[config.mk]
export PLATFORM = sky130hd
export DESIGN_NAME = heart_rate_peak_detector_unit
export DESIGN_NICKNAME = d
export VERILOG_FILES = /design/src/hrpd_pkg.sv /design/src/hrpd_avg.sv /design/src/hrpd_div.sv /design/src/heart_rate_peak_detector_unit.sv
export SDC_FILE = /design/constraint.sdc
export NUM_CORES = 1
export LEC_CHECK = 0
export BUFFER_PORTS_ARGS = -buffer_cell sky130_fd_sc_hd__clkbuf_2
export CAP_MARGIN = 15
export CORE_MARGIN = 2
export CORE_UTILIZATION = 35
export CTS_CLUSTER_DIAMETER = 60
export DETAILED_ROUTE_END_ITERATION = 10
export GPL_ROUTABILITY_DRIVEN = 0
export PLACE_DENSITY = 0.49
export SETUP_SLACK_MARGIN = 0.3
export SLEW_MARGIN = 25
export SYNTH_ARGS = -nofsm -noshare
export SYNTH_HDL_FRONTEND = slang
export SYNTH_HIERARCHICAL = 1
export SYNTH_SLANG_ARGS = --single-unit
export TNS_END_PERCENT = 100
[constraint.sdc]
create_clock -name clk -period 9.9 [get_ports clk]
set_input_delay 0 -clock clk [delete_from_list [all_inputs] [get_ports clk]]
set_output_delay 0 -clock clk [all_outputs]
set_load 0.05 [all_outputs]
[src/hrpd_pkg.sv]
// Shared types and constants for the heart-rate peak detector.
package hrpd_pkg;

	localparam int DEF_AVERAGE_TAPS = 8;
	localparam int DEF_SAMPLE_BITS  = 12;

	localparam int RATE_W   = 10;
	localparam int OFFSET_W = 12;
	localparam int WORD_W   = 16;
	localparam int ADDR_W   = 3;
	localparam int DATA_W   = 32;

	localparam logic [RATE_W-1:0]   SAMPLE_RATE_RESET      = 10'd480;
	localparam logic [OFFSET_W-1:0] THRESHOLD_OFFSET_RESET = 12'd100;
	localparam logic [WORD_W-1:0]   THRESHOLD_RESET        = 16'hFFFF;
	localparam logic [WORD_W-1:0]   INTERVAL_MAX           = 16'hFFFF;

	// Register index, taken from paddr[2].
	localparam logic REG_SAMPLE_RATE      = 1'b0;
	localparam logic REG_THRESHOLD_OFFSET = 1'b1;

	typedef enum logic [2:0] {
		ST_IDLE,
		ST_AVERAGE,
		ST_UPDATE,
		ST_RATE_WAIT,
		ST_DONE
	} state_t;

	// Sequencer controls toward the datapath.
	typedef struct packed {
		logic sample_ready;
		logic div_start;
		logic update_en;
		logic out_load;
	} ctrl_t;

	// 60 * rate computed as (rate << 6) - (rate << 2).
	function automatic logic [WORD_W-1:0] per_minute(input logic [RATE_W-1:0] rate);
		logic [WORD_W-1:0] r;
		r = WORD_W'(rate);
		return (r << 6) - (r << 2);
	endfunction

endpackage

[src/hrpd_avg.sv]
// Moving-average window: tap shift line with a running sum.
module hrpd_avg #(
	parameter int TAPS = hrpd_pkg::DEF_AVERAGE_TAPS,
	parameter int SB   = hrpd_pkg::DEF_SAMPLE_BITS,
	localparam int SUM_W = SB + $clog2(TAPS)
) (
	input  logic             clk,
	input  logic             arst_n,
	input  logic             push,
	input  logic [SB-1:0]    sample,
	output logic [SUM_W-1:0] sum
);

	logic [SB-1:0]    taps_q [TAPS];
	logic [SUM_W-1:0] sum_q;

	always_ff @(posedge clk or negedge arst_n) begin
		if (!arst_n) begin
			for (int k = 0; k < TAPS; k++) begin
				taps_q[k] <= '0;
			end
			sum_q <= '0;
		end else if (push) begin
			for (int k = 0; k < TAPS - 1; k++) begin
				taps_q[k] <= taps_q[k+1];
			end
			taps_q[TAPS-1] <= sample;
			// drop the oldest tap, add the newest
			sum_q <= sum_q + SUM_W'(sample) - SUM_W'(taps_q[0]);
		end
	end

	assign sum = sum_q;

endmodule

[src/hrpd_div.sv]
// Restoring divider, one quotient bit per cycle.
module hrpd_div #(
	parameter int W = 16,
	localparam int CNT_W = $clog2(W + 1)
) (
	input  logic         clk,
	input  logic         arst_n,
	input  logic         start,
	input  logic [W-1:0] dividend,
	input  logic [W-1:0] divisor,
	output logic         done,
	output logic [W-1:0] quotient
);

	logic             busy_q;
	logic             done_q;
	logic [CNT_W-1:0] cnt_q;
	logic [W-1:0]     quot_q;
	logic [W-1:0]     rem_q;
	logic [W-1:0]     dvs_q;
	logic [W:0]       shifted;
	logic [W:0]       trial;
	logic             fits;

	assign shifted = {rem_q, quot_q[W-1]};
	assign trial   = shifted - {1'b0, dvs_q};
	assign fits    = shifted >= {1'b0, dvs_q};

	always_ff @(posedge clk or negedge arst_n) begin
		if (!arst_n) begin
			busy_q <= 1'b0;
			done_q <= 1'b0;
			cnt_q  <= '0;
		end else begin
			done_q <= busy_q && (cnt_q == CNT_W'(1));
			if (start) begin
				busy_q <= 1'b1;
				cnt_q  <= CNT_W'(W);
			end else if (busy_q) begin
				cnt_q <= cnt_q - CNT_W'(1);
				if (cnt_q == CNT_W'(1)) begin
					busy_q <= 1'b0;
				end
			end
		end
	end

	always_ff @(posedge clk) begin
		if (start) begin
			quot_q <= dividend;
			dvs_q  <= divisor;
			rem_q  <= '0;
		end else if (busy_q) begin
			rem_q  <= fits ? trial[W-1:0] : shifted[W-1:0];
			quot_q <= {quot_q[W-2:0], fits};
		end
	end

	assign done     = done_q;
	assign quotient = quot_q;

endmodule

[src/heart_rate_peak_detector_unit.sv]
// Heart-rate peak detector: averaging, adaptive threshold, beat and rate estimate.
// From a sample beat the result passes the averaging, update and done states, and the
// rate-wait state of the bit-serial divider that forms the rate when a beat fires.
// One sample at a time: the next is taken only once the result is loaded, later while
// a finished result still waits on result_ready (stall for as long).
// arst_n clears taps, window, threshold (65535), rate and registers to reset values.
module heart_rate_peak_detector_unit #(
	parameter int AVERAGE_TAPS = hrpd_pkg::DEF_AVERAGE_TAPS,
	parameter int SAMPLE_BITS  = hrpd_pkg::DEF_SAMPLE_BITS
) (
	input  logic                           clk,
	input  logic                           arst_n,
	// sample channel
	input  logic                           sample_valid,
	output logic                           sample_ready,
	input  logic [SAMPLE_BITS-1:0]         raw_sample,
	// result channel
	output logic                           result_valid,
	input  logic                           result_ready,
	output logic [SAMPLE_BITS-1:0]         filtered_sample,
	output logic [hrpd_pkg::WORD_W-1:0]    threshold,
	output logic [hrpd_pkg::WORD_W-1:0]    beats_per_minute,
	output logic                           beat_detected,
	// configuration port
	input  logic                           psel,
	input  logic                           penable,
	input  logic                           pwrite,
	input  logic [hrpd_pkg::ADDR_W-1:0]    paddr,
	input  logic [hrpd_pkg::DATA_W-1:0]    pwdata,
	output logic [hrpd_pkg::DATA_W-1:0]    prdata,
	output logic                           pready
);

	localparam int SUM_W = SAMPLE_BITS + $clog2(AVERAGE_TAPS);
	localparam int SB    = SAMPLE_BITS;
	localparam int RW    = hrpd_pkg::RATE_W;
	localparam int WW    = hrpd_pkg::WORD_W;

	// Division of the tap sum by the tap count as a multiply by a rounded-up
	// reciprocal; exact for every sum below 2**SUM_W.
	localparam int AVG_SHIFT = SUM_W + $clog2(AVERAGE_TAPS);
	localparam int RECIP_W   = SUM_W + 1;
	localparam int PROD_W    = SUM_W + RECIP_W;
	localparam logic [RECIP_W-1:0] AVG_RECIP = RECIP_W'(
		((64'd1 << AVG_SHIFT) + 64'(AVERAGE_TAPS) - 64'd1) / 64'(AVERAGE_TAPS));

	// ---------------------------------------------------------------------
	// Configuration registers
	// ---------------------------------------------------------------------
	logic [RW-1:0]                 sample_rate_q;
	logic [hrpd_pkg::OFFSET_W-1:0] threshold_offset_q;
	logic                          cfg_write;

	assign pready    = 1'b1;
	assign cfg_write = psel && penable && pwrite;

	always_ff @(posedge clk or negedge arst_n) begin
		if (!arst_n) begin
			sample_rate_q      <= hrpd_pkg::SAMPLE_RATE_RESET;
			threshold_offset_q <= hrpd_pkg::THRESHOLD_OFFSET_RESET;
		end else if (cfg_write) begin
			case (paddr[2])
				hrpd_pkg::REG_SAMPLE_RATE:      sample_rate_q      <= pwdata[RW-1:0];
				hrpd_pkg::REG_THRESHOLD_OFFSET: threshold_offset_q <= pwdata[hrpd_pkg::OFFSET_W-1:0];
				default: ;
			endcase
		end
	end

	always_comb begin
		case (paddr[2])
			hrpd_pkg::REG_SAMPLE_RATE:      prdata = hrpd_pkg::DATA_W'(sample_rate_q);
			hrpd_pkg::REG_THRESHOLD_OFFSET: prdata = hrpd_pkg::DATA_W'(threshold_offset_q);
			default:                        prdata = '0;
		endcase
	end

	// ---------------------------------------------------------------------
	// Sequencer
	// ---------------------------------------------------------------------
	hrpd_pkg::state_t state_q, state_d;
	hrpd_pkg::ctrl_t  ctrl;
	logic             div_done;
	logic             fire;
	logic             out_free;

	// The result register is free when empty or being drained this cycle.
	assign out_free = !result_valid || result_ready;

	always_comb begin
		state_d = state_q;
		case (state_q)
			hrpd_pkg::ST_IDLE:      if (sample_valid) state_d = hrpd_pkg::ST_AVERAGE;
			hrpd_pkg::ST_AVERAGE:   state_d = hrpd_pkg::ST_UPDATE;
			hrpd_pkg::ST_UPDATE:    state_d = fire ? hrpd_pkg::ST_RATE_WAIT : hrpd_pkg::ST_DONE;
			hrpd_pkg::ST_RATE_WAIT: if (div_done) state_d = hrpd_pkg::ST_DONE;
			hrpd_pkg::ST_DONE:      if (out_free) state_d = hrpd_pkg::ST_IDLE;
			default:                state_d = hrpd_pkg::ST_IDLE;
		endcase
	end

	always_comb begin
		ctrl = '0;
		case (state_q)
			hrpd_pkg::ST_IDLE:      ctrl.sample_ready = 1'b1;
			hrpd_pkg::ST_UPDATE: begin
				ctrl.update_en    = 1'b1;
				ctrl.div_start    = fire;
			end
			hrpd_pkg::ST_DONE:      ctrl.out_load     = out_free;
			default:                ctrl = '0;
		endcase
	end

	always_ff @(posedge clk or negedge arst_n) begin
		if (!arst_n) begin
			state_q <= hrpd_pkg::ST_IDLE;
		end else begin
			state_q <= state_d;
		end
	end

	assign sample_ready = ctrl.sample_ready;

	// ---------------------------------------------------------------------
	// Averaging window and rate divider
	// ---------------------------------------------------------------------
	logic [SUM_W-1:0]  window_sum;
	logic [PROD_W-1:0] avg_prod;
	logic [SB-1:0]     avg_level;
	logic [WW-1:0]     div_dividend;
	logic [WW-1:0]     div_divisor;
	logic [WW-1:0]     div_quotient;
	logic [WW-1:0]     interval_inc;

	hrpd_avg #(
		.TAPS (AVERAGE_TAPS),
		.SB   (SAMPLE_BITS)
	) u_avg (
		.clk    (clk),
		.arst_n (arst_n),
		.push   (sample_valid && ctrl.sample_ready),
		.sample (raw_sample),
		.sum    (window_sum)
	);

	assign avg_prod  = PROD_W'(window_sum) * PROD_W'(AVG_RECIP);
	assign avg_level = SB'(avg_prod >> AVG_SHIFT);

	// The rate divides 60 * sample_rate by the samples since the last beat.
	assign div_dividend = hrpd_pkg::per_minute(sample_rate_q);
	assign div_divisor  = interval_inc;

	hrpd_div #(
		.W (WW)
	) u_div (
		.clk      (clk),
		.arst_n   (arst_n),
		.start    (ctrl.div_start),
		.dividend (div_dividend),
		.divisor  (div_divisor),
		.done     (div_done),
		.quotient (div_quotient)
	);

	// ---------------------------------------------------------------------
	// Threshold adaptation and beat detection state
	// ---------------------------------------------------------------------
	logic [SB-1:0] level_q;
	logic [RW-1:0] win_cnt_q;
	logic [SB-1:0] win_max_q;
	logic [SB-1:0] win_min_q;
	logic [WW-1:0] thr_q;
	logic [WW-1:0] interval_q;
	logic [SB-1:0] hist_q [3];
	logic          latched_q;
	logic          fire_q;
	logic [WW-1:0] rate_q;

	logic [RW:0]   cnt_inc;
	logic          in_window;
	logic [SB:0]   mid_sum;
	logic [WW-1:0] thr_adapt;
	logic [WW-1:0] thr_now;
	logic          above;

	assign cnt_inc   = {1'b0, win_cnt_q} + (RW + 1)'(1);
	assign in_window = cnt_inc < {1'b0, sample_rate_q};
	assign mid_sum   = {1'b0, win_max_q} + {1'b0, win_min_q};
	assign thr_adapt = WW'(mid_sum[SB:1]) + WW'(threshold_offset_q);

	// A threshold adapted at a window end already applies to this sample.
	assign thr_now = (!in_window && (win_max_q > win_min_q)) ? thr_adapt : thr_q;

	assign interval_inc = (interval_q != hrpd_pkg::INTERVAL_MAX)
		? interval_q + WW'(1) : interval_q;

	assign above = WW'(level_q) > thr_now;

	// Local maximum: middle point at or above the oldest, newest below it.
	assign fire = above && (hist_q[2] >= hist_q[1]) && (level_q < hist_q[2]) && !latched_q;

	always_ff @(posedge clk or negedge arst_n) begin
		if (!arst_n) begin
			win_cnt_q  <= '0;
			win_max_q  <= '0;
			win_min_q  <= '1;
			thr_q      <= hrpd_pkg::THRESHOLD_RESET;
			interval_q <= '0;
			for (int k = 0; k < 3; k++) begin
				hist_q[k] <= '0;
			end
			latched_q  <= 1'b0;
			fire_q     <= 1'b0;
			rate_q     <= '0;
		end else begin
			if (ctrl.update_en) begin
				// Track extremes inside the window; at its end adapt and restart.
				if (in_window) begin
					win_cnt_q <= cnt_inc[RW-1:0];
					if (level_q > win_max_q) win_max_q <= level_q;
					if (level_q < win_min_q) win_min_q <= level_q;
				end else begin
					win_cnt_q <= '0;
					win_max_q <= '0;
					win_min_q <= '1;
				end
				thr_q      <= thr_now;
				interval_q <= fire ? '0 : interval_inc;
				fire_q     <= fire;
				if (above) begin
					hist_q[0] <= hist_q[1];
					hist_q[1] <= hist_q[2];
					hist_q[2] <= level_q;
					if (fire) latched_q <= 1'b1;
				end else begin
					latched_q <= 1'b0;
				end
			end
			if (state_q == hrpd_pkg::ST_RATE_WAIT && div_done) begin
				rate_q <= div_quotient;
			end
		end
	end

	// Capture the filtered level in ST_AVERAGE, the cycle after the sample beat.
	always_ff @(posedge clk) begin
		if (state_q == hrpd_pkg::ST_AVERAGE) begin
			level_q <= avg_level;
		end
	end

	// ---------------------------------------------------------------------
	// Result register: holds the beat until taken, frees the sequencer
	// ---------------------------------------------------------------------
	logic          res_valid_q;
	logic [SB-1:0] res_level_q;
	logic [WW-1:0] res_thr_q;
	logic [WW-1:0] res_rate_q;
	logic          res_beat_q;

	always_ff @(posedge clk or negedge arst_n) begin
		if (!arst_n) begin
			res_valid_q <= 1'b0;
		end else if (ctrl.out_load) begin
			res_valid_q <= 1'b1;
		end else if (result_ready) begin
			res_valid_q <= 1'b0;
		end
	end

	always_ff @(posedge clk) begin
		if (ctrl.out_load) begin
			res_level_q <= level_q;
			res_thr_q   <= thr_q;
			res_rate_q  <= rate_q;
			res_beat_q  <= fire_q;
		end
	end

	assign result_valid     = res_valid_q;
	assign filtered_sample  = res_level_q;
	assign threshold        = res_thr_q;
	assign beats_per_minute = res_rate_q;
	assign beat_detected    = res_beat_q;

endmodule
* After elaboration in Yosys (flattened, before gate mapping)
Index checks and enable logic that the tools add are counted.
** Word-level totals
- Memory bits (read-only) :: 0
- Memory bits (writable) :: 0
- Bits of input ports :: 54
- Bits in latches :: 0
- Memories kept :: 0
- Flip-flop bits (word level) :: 357
** Cells by class
- Bitwise logic cells :: 1
- Eq/ne operators :: 12
- Multiply operators :: 0
- Add/subtract/negate cells :: 9
- Reduce and logical (&&, ||, !) cells :: 23
- Divide/modulo/power cells :: 0
- Magnitude comparators :: 8
- Shift-type cells :: 0
- Multiplexer cells :: 29
** Operator list (number)
- $mux W16 :: 6
- $pmux W32 S2 :: 1
- $mux W12 :: 4
- $add A12 B12 Y13 :: 2
- $gt A12 B12 Y1 :: 2
- $lt A12 B12 Y1 :: 2
- $ge A17 B16 Y1 :: 1
- $add A16 B1 Y16 const B :: 1
- $gt A12 B16 Y1 :: 1
- $ne A16 B16 Y1 const B :: 1
- $sub A16 B12 Y16 :: 1
- $sub A16 B16 Y16 :: 1
- $add A15 B12 Y15 :: 1
- $pmux W3 S5 :: 1
- $sub A15 B12 Y15 :: 1
- $ge A12 B12 Y1 :: 1
- $mux W3 :: 4
- $reduce_and A2 Y1 :: 6
- $add A10 B1 Y11 const B :: 1
- $lt A11 B10 Y1 :: 1
- $mux W10 :: 1
- $mux W5 :: 2
- $logic_and A1 B1 Y1 :: 9
- $mux W1 :: 9
- 14 further kinds :: 22

* Longest topological paths before layout
- Depth in word-level cells :: 11
- Mapped depth :: 30
- Depth with buffers taken out :: 29

* Hierarchy
The synthesis kept the hierarchy.
** By module, submodules not included
- heart_rate_peak_detector_unit :: area each 11195.7 um^2, cells each 1013, instances 1
- hrpd_avg :: area each 5192.5 um^2, cells each 401, instances 1
- hrpd_div :: area each 3148.0 um^2, cells each 302, instances 1

* Least setup slack after synthesis
Ideal clock, no wire load.
- Path kind :: flip-flop to flip-flop
- Start point :: reg win_min_q[2]
- End point :: reg u_div.quot_q[10] (netlist: u_div/quotient[10]), data pin
- Path slack :: 3.065 ns
- Buffers on the path :: 2
- Stages on the path, launching flop included :: 27
- Data required time :: 9.640 ns
- Setup time :: 0.260 ns
- Data arrival time :: 6.576 ns
- Path through :: dfstp_2 -> inv_1 -> ha_1 -> o21bai_1 -> a21oi_1 -> o221ai_1 -> o41ai_1 -> nor2_1 -> xnor2_1 -> ha_1 -> nand3_1 -> nand2_1 -> a41o_1 -> o41ai_1 -> xnor2_1 -> mux2i_1 -> ha_1 -> nand2_1 -> o211ai_1 -> o31ai_1 -> a21o_1 -> or4_4 -> and2_0 -> nor2_1 -> buf_1 -> clkbuf_1 -> mux2_2
** RTL lines
- start: declaration :: RTL line heart_rate_peak_detector_unit.sv:172 : logic [SB-1:0] win_min_q;
- start signal: assignment :: RTL line heart_rate_peak_detector_unit.sv:222 : if (level_q < win_min_q) win_min_q <= level_q;
- end signal: assignment :: RTL line hrpd_div.sv:50 : quot_q <= dividend;
- end signal: assignment :: RTL line hrpd_div.sv:55 : quot_q <= {quot_q[W-2:0], fits};
- end: declaration :: RTL line hrpd_div.sv:18 : logic [W-1:0] quot_q;

==> impl_metrics.toml <==
[finish]
drive_gt1_share_pct = 22.9
mostFrequentLayoutCell = "dfrtp_1"
top_register = "u_avg/taps_q"
num-fill-cells = 5372
n_antenna_cell = 0
largest_register_ffs = 96
finish.utilization_pct = 41.0
multi_input_area_mm2 = 0.00932
seq_area_mm2 = 0.00934
stdcell_area_mm2 = 0.0226
final_cell_mix = "dfrtp_1, mux2_2, inv_1, ha_1, nand2_1"
area.growth.synth_to_final_pct = 15.7
reg.largest.list = "u_avg/taps_q: 96 flops, hist_q: 24 flops"
nNetsFinal = 2058

[critical_path]
end_kind = "flop"
cp_common_cell = "ha_1"
rr_endpoint = "u_div/quotient[1]"
slowest_stage = "dfstp_2"
max_stage_delay_ns = 0.55
cp_max_fo = 47
crit_type = "flop to flop"
rrSetupSlack_ns = 2.59
worstPathArrival_ns = 7.51
r2r_start = "win_min_q[1]"
startpoint_type = "flop"
crit_family = "compound AO/OA/AOI/OAI gates"
reg2regPathDepth = 28
worst-path-buf-inv = 4
required_ns = 10.10

[sta]
fin_crit_sh_pct = 73.8
rsz0062_at_grt = "false"
slew_headroom_pct = 31.9
tightest_slew_ns = 1.02
hold_ws_ns = 0.00941
clock.fmax_mhz = 137
setup_viol = 0
drv_slew = 0
final.min_clock_period_ns = 7.31
finalHoldViolCount = 0
tns_ns = 0
fin_ws_ns = 2.59
fin_skew_ns = 0.0305

[power_and_ir_drop]
pwr-share-clk_pct = 19.9
p_seq_share_pct = 29.8
power.leakage_nw = 10.1
internal_power_mw = 4.95
switching_share_pct = 40.7
power_switching_mw = 3.40
p_comb_share_pct = 50.3
ir_drop_v = 0.000161
power.density_mw_per_mm2 = 370

[global_routing]
track_usage_pct = 15.4
grt_overflow = 0
grt_first_pass_wirelength_um = 70700
grt_pass1_vias = 13138
grt_max_degree = 90
grt_antenna_before_repair = 0

[floorplanning]
floorplan.die_area_mm2 = 0.0577
rows = 86
dieWidth_um = 240
fp.dieH_um = 240
core_mm2 = 0.0551
ios = 134
start_util_pct = 35.5

[clock_network]
cts_num_sinks = 357
cts_tree = "done"
ctsResizeCount = 0
clkLatencyLatePin_ns = 0.58
h-tree-depth = 2
clk_pin_slew_ns = 0.06
cts-root-buf = "clkbuf_16"
postCtsSetupRepairBufs = 0
cts_buffer_depth = 3
numCtsBuffers = 45

[logic_synthesis]
synthCells = 1716
ys_warn_count = 6
ys_seq_elements = 357
synth_cell_type_count = 87
ys.flop_type = "dfrtp_1"
synth_edf_count = 89
ys_async_sr_fraction_pct = 70.6
synth_area_mm2 = 0.0195
yosysSeqAreaShare_pct = 47.8
syn_area_per_cell_um2 = 11.4

[routing]
first_pass_iters = 5
postRouteAntennaNets = 0
drc = 0
routed_wl_um = 43400
avgRoutedWirePerCell_um = 16.5
first_iter_violations = 628
num_vias = 12969
vias_per_cell = 4.94

[placed_design]
dpl.hpwl_um = 31000
pre_cts_ws_ns = 2.56
post_dp_cell_area_mm2 = 0.0208
port_buffers = 90

[run]
cap_violations = 0

[outcome]
status = "completed"

[worst_hold_path]
min_path_type = "input pin to async pin"
==> cell families (layout without fill, tap and decap cells) <==
logic type                 Yosys count  count (layout)  synth area share [%]
AOI/OAI and AO/OA                  326             326                  11.2
xor gates and xnor gates            81              81                  3.63
adders and majority gates          162             162                  11.0
buffers and inverters              229             371                  5.16
DFF                                357             357                  47.8
muxes                              219             219                  12.5
other                                2              23                0.0384
and+or+nand+nor                    340             340                  8.67
==> synth_stat cells, drive strengths merged, types with 4 or more instances <==
cell / count / area, um2
nand2b: 20 / 125
a211o: 4 / 35.0
nand2: 109 / 409
nor2b: 11 / 68.8
xnor2: 55 / 482
inv: 151 / 567
o31a: 4 / 35.0
o41ai: 4 / 35.0
buf: 50 / 334
clkbuf: 28 / 108
fa: 15 / 300
dfrtp: 217 / 5430
o2111ai: 5 / 43.8
o21ai: 81 / 409
dfxtp: 16 / 320
nand4: 32 / 206
and2: 10 / 62.6
nand3: 37 / 185
nor3: 17 / 85.1
a221oi: 4 / 41.3
nor4: 5 / 37.5
or2: 5 / 31.3
dfstp: 35 / 920
o21bai: 9 / 67.6
a31o: 4 / 35.0
ha: 147 / 1840
a21o: 34 / 255
mux2: 178 / 2030
a211oi: 15 / 128
or4: 4 / 33.8
nor2: 59 / 221
xor2: 26 / 228
o211ai: 8 / 60.1
o21a: 19 / 143
mux2i: 41 / 410
edfxtp: 89 / 2670
or3: 8 / 50.1
a21oi: 78 / 409
o22a: 14 / 123
a31oi: 10 / 77.6
and3: 9 / 56.3
o31ai: 7 / 52.6
==> layout make-up <==
class | instances | share of cell area, %
clock buffers | 60 | 5.92
clock inverters | 24 | 0.924
inverters | 151 | 2.51
multi-input cells | 1151 | 41.2
flip-flops and latches | 357 | 41.3
well taps | 748 | 4.14
repair buffers | 136 | 3.97
==> worst max-delay path by stage <==
| stage | from | end | slack (ns) | cells past startpoint |
|---|---|---|---|---|
| floorplan | win_min_q[2] | u_div/quotient[10] | 3.06 | 26 |
| global placement | win_min_q[1] | u_div/quotient[10] | 2.67 | 28 |
| detailed placement | win_min_q[1] | u_div/quotient[11] | 2.56 | 28 |
| CTS | win_min_q[1] | u_div/quotient[3] | 2.55 | 28 |
| global route | win_min_q[1] | u_div/rem_q[14] | 2.01 | 29 |
| finish | win_min_q[1] | u_div/quotient[1] | 2.59 | 28 |
==> metal layers <==
layer	vias up	part of all wire [%]	global-route usage [%]
met1	6379	48	20.9
met3	58	3.4	2.42
met2	194	47	25.6
met5	-	0	0
li1	6338	-	-
met4	0	2.1	4.42
==> per-stage QoR <==
stage,cells,total power [mW]
after detailed placement,2515,6.72
after floorplan,1737,5.75
after global placement,2515,6.63
after global routing,2627,9.09
after CTS,2626,8.45
final,2627,8.36
==> power groups by stage <==
| stage | clock, mW | sequential (mW) | combinational, mW |
|---|---|---|---|
| floorplan | 0 | 2.55 | 3.19 |
| global placement | 0 | 2.50 | 4.13 |
| detailed placement | 0 | 2.52 | 4.20 |
| CTS | 1.72 | 2.50 | 4.23 |
| global route | 1.79 | 2.57 | 4.73 |
| finish | 1.67 | 2.49 | 4.20 |
==> what timing repair did <==
item / CTS / global route
hold buffers: 27 / 0
endpoints found under the setup margin: 0 / 0
endpoints found under the hold margin: 131 / 0
(Power assumes the default switching activity.)
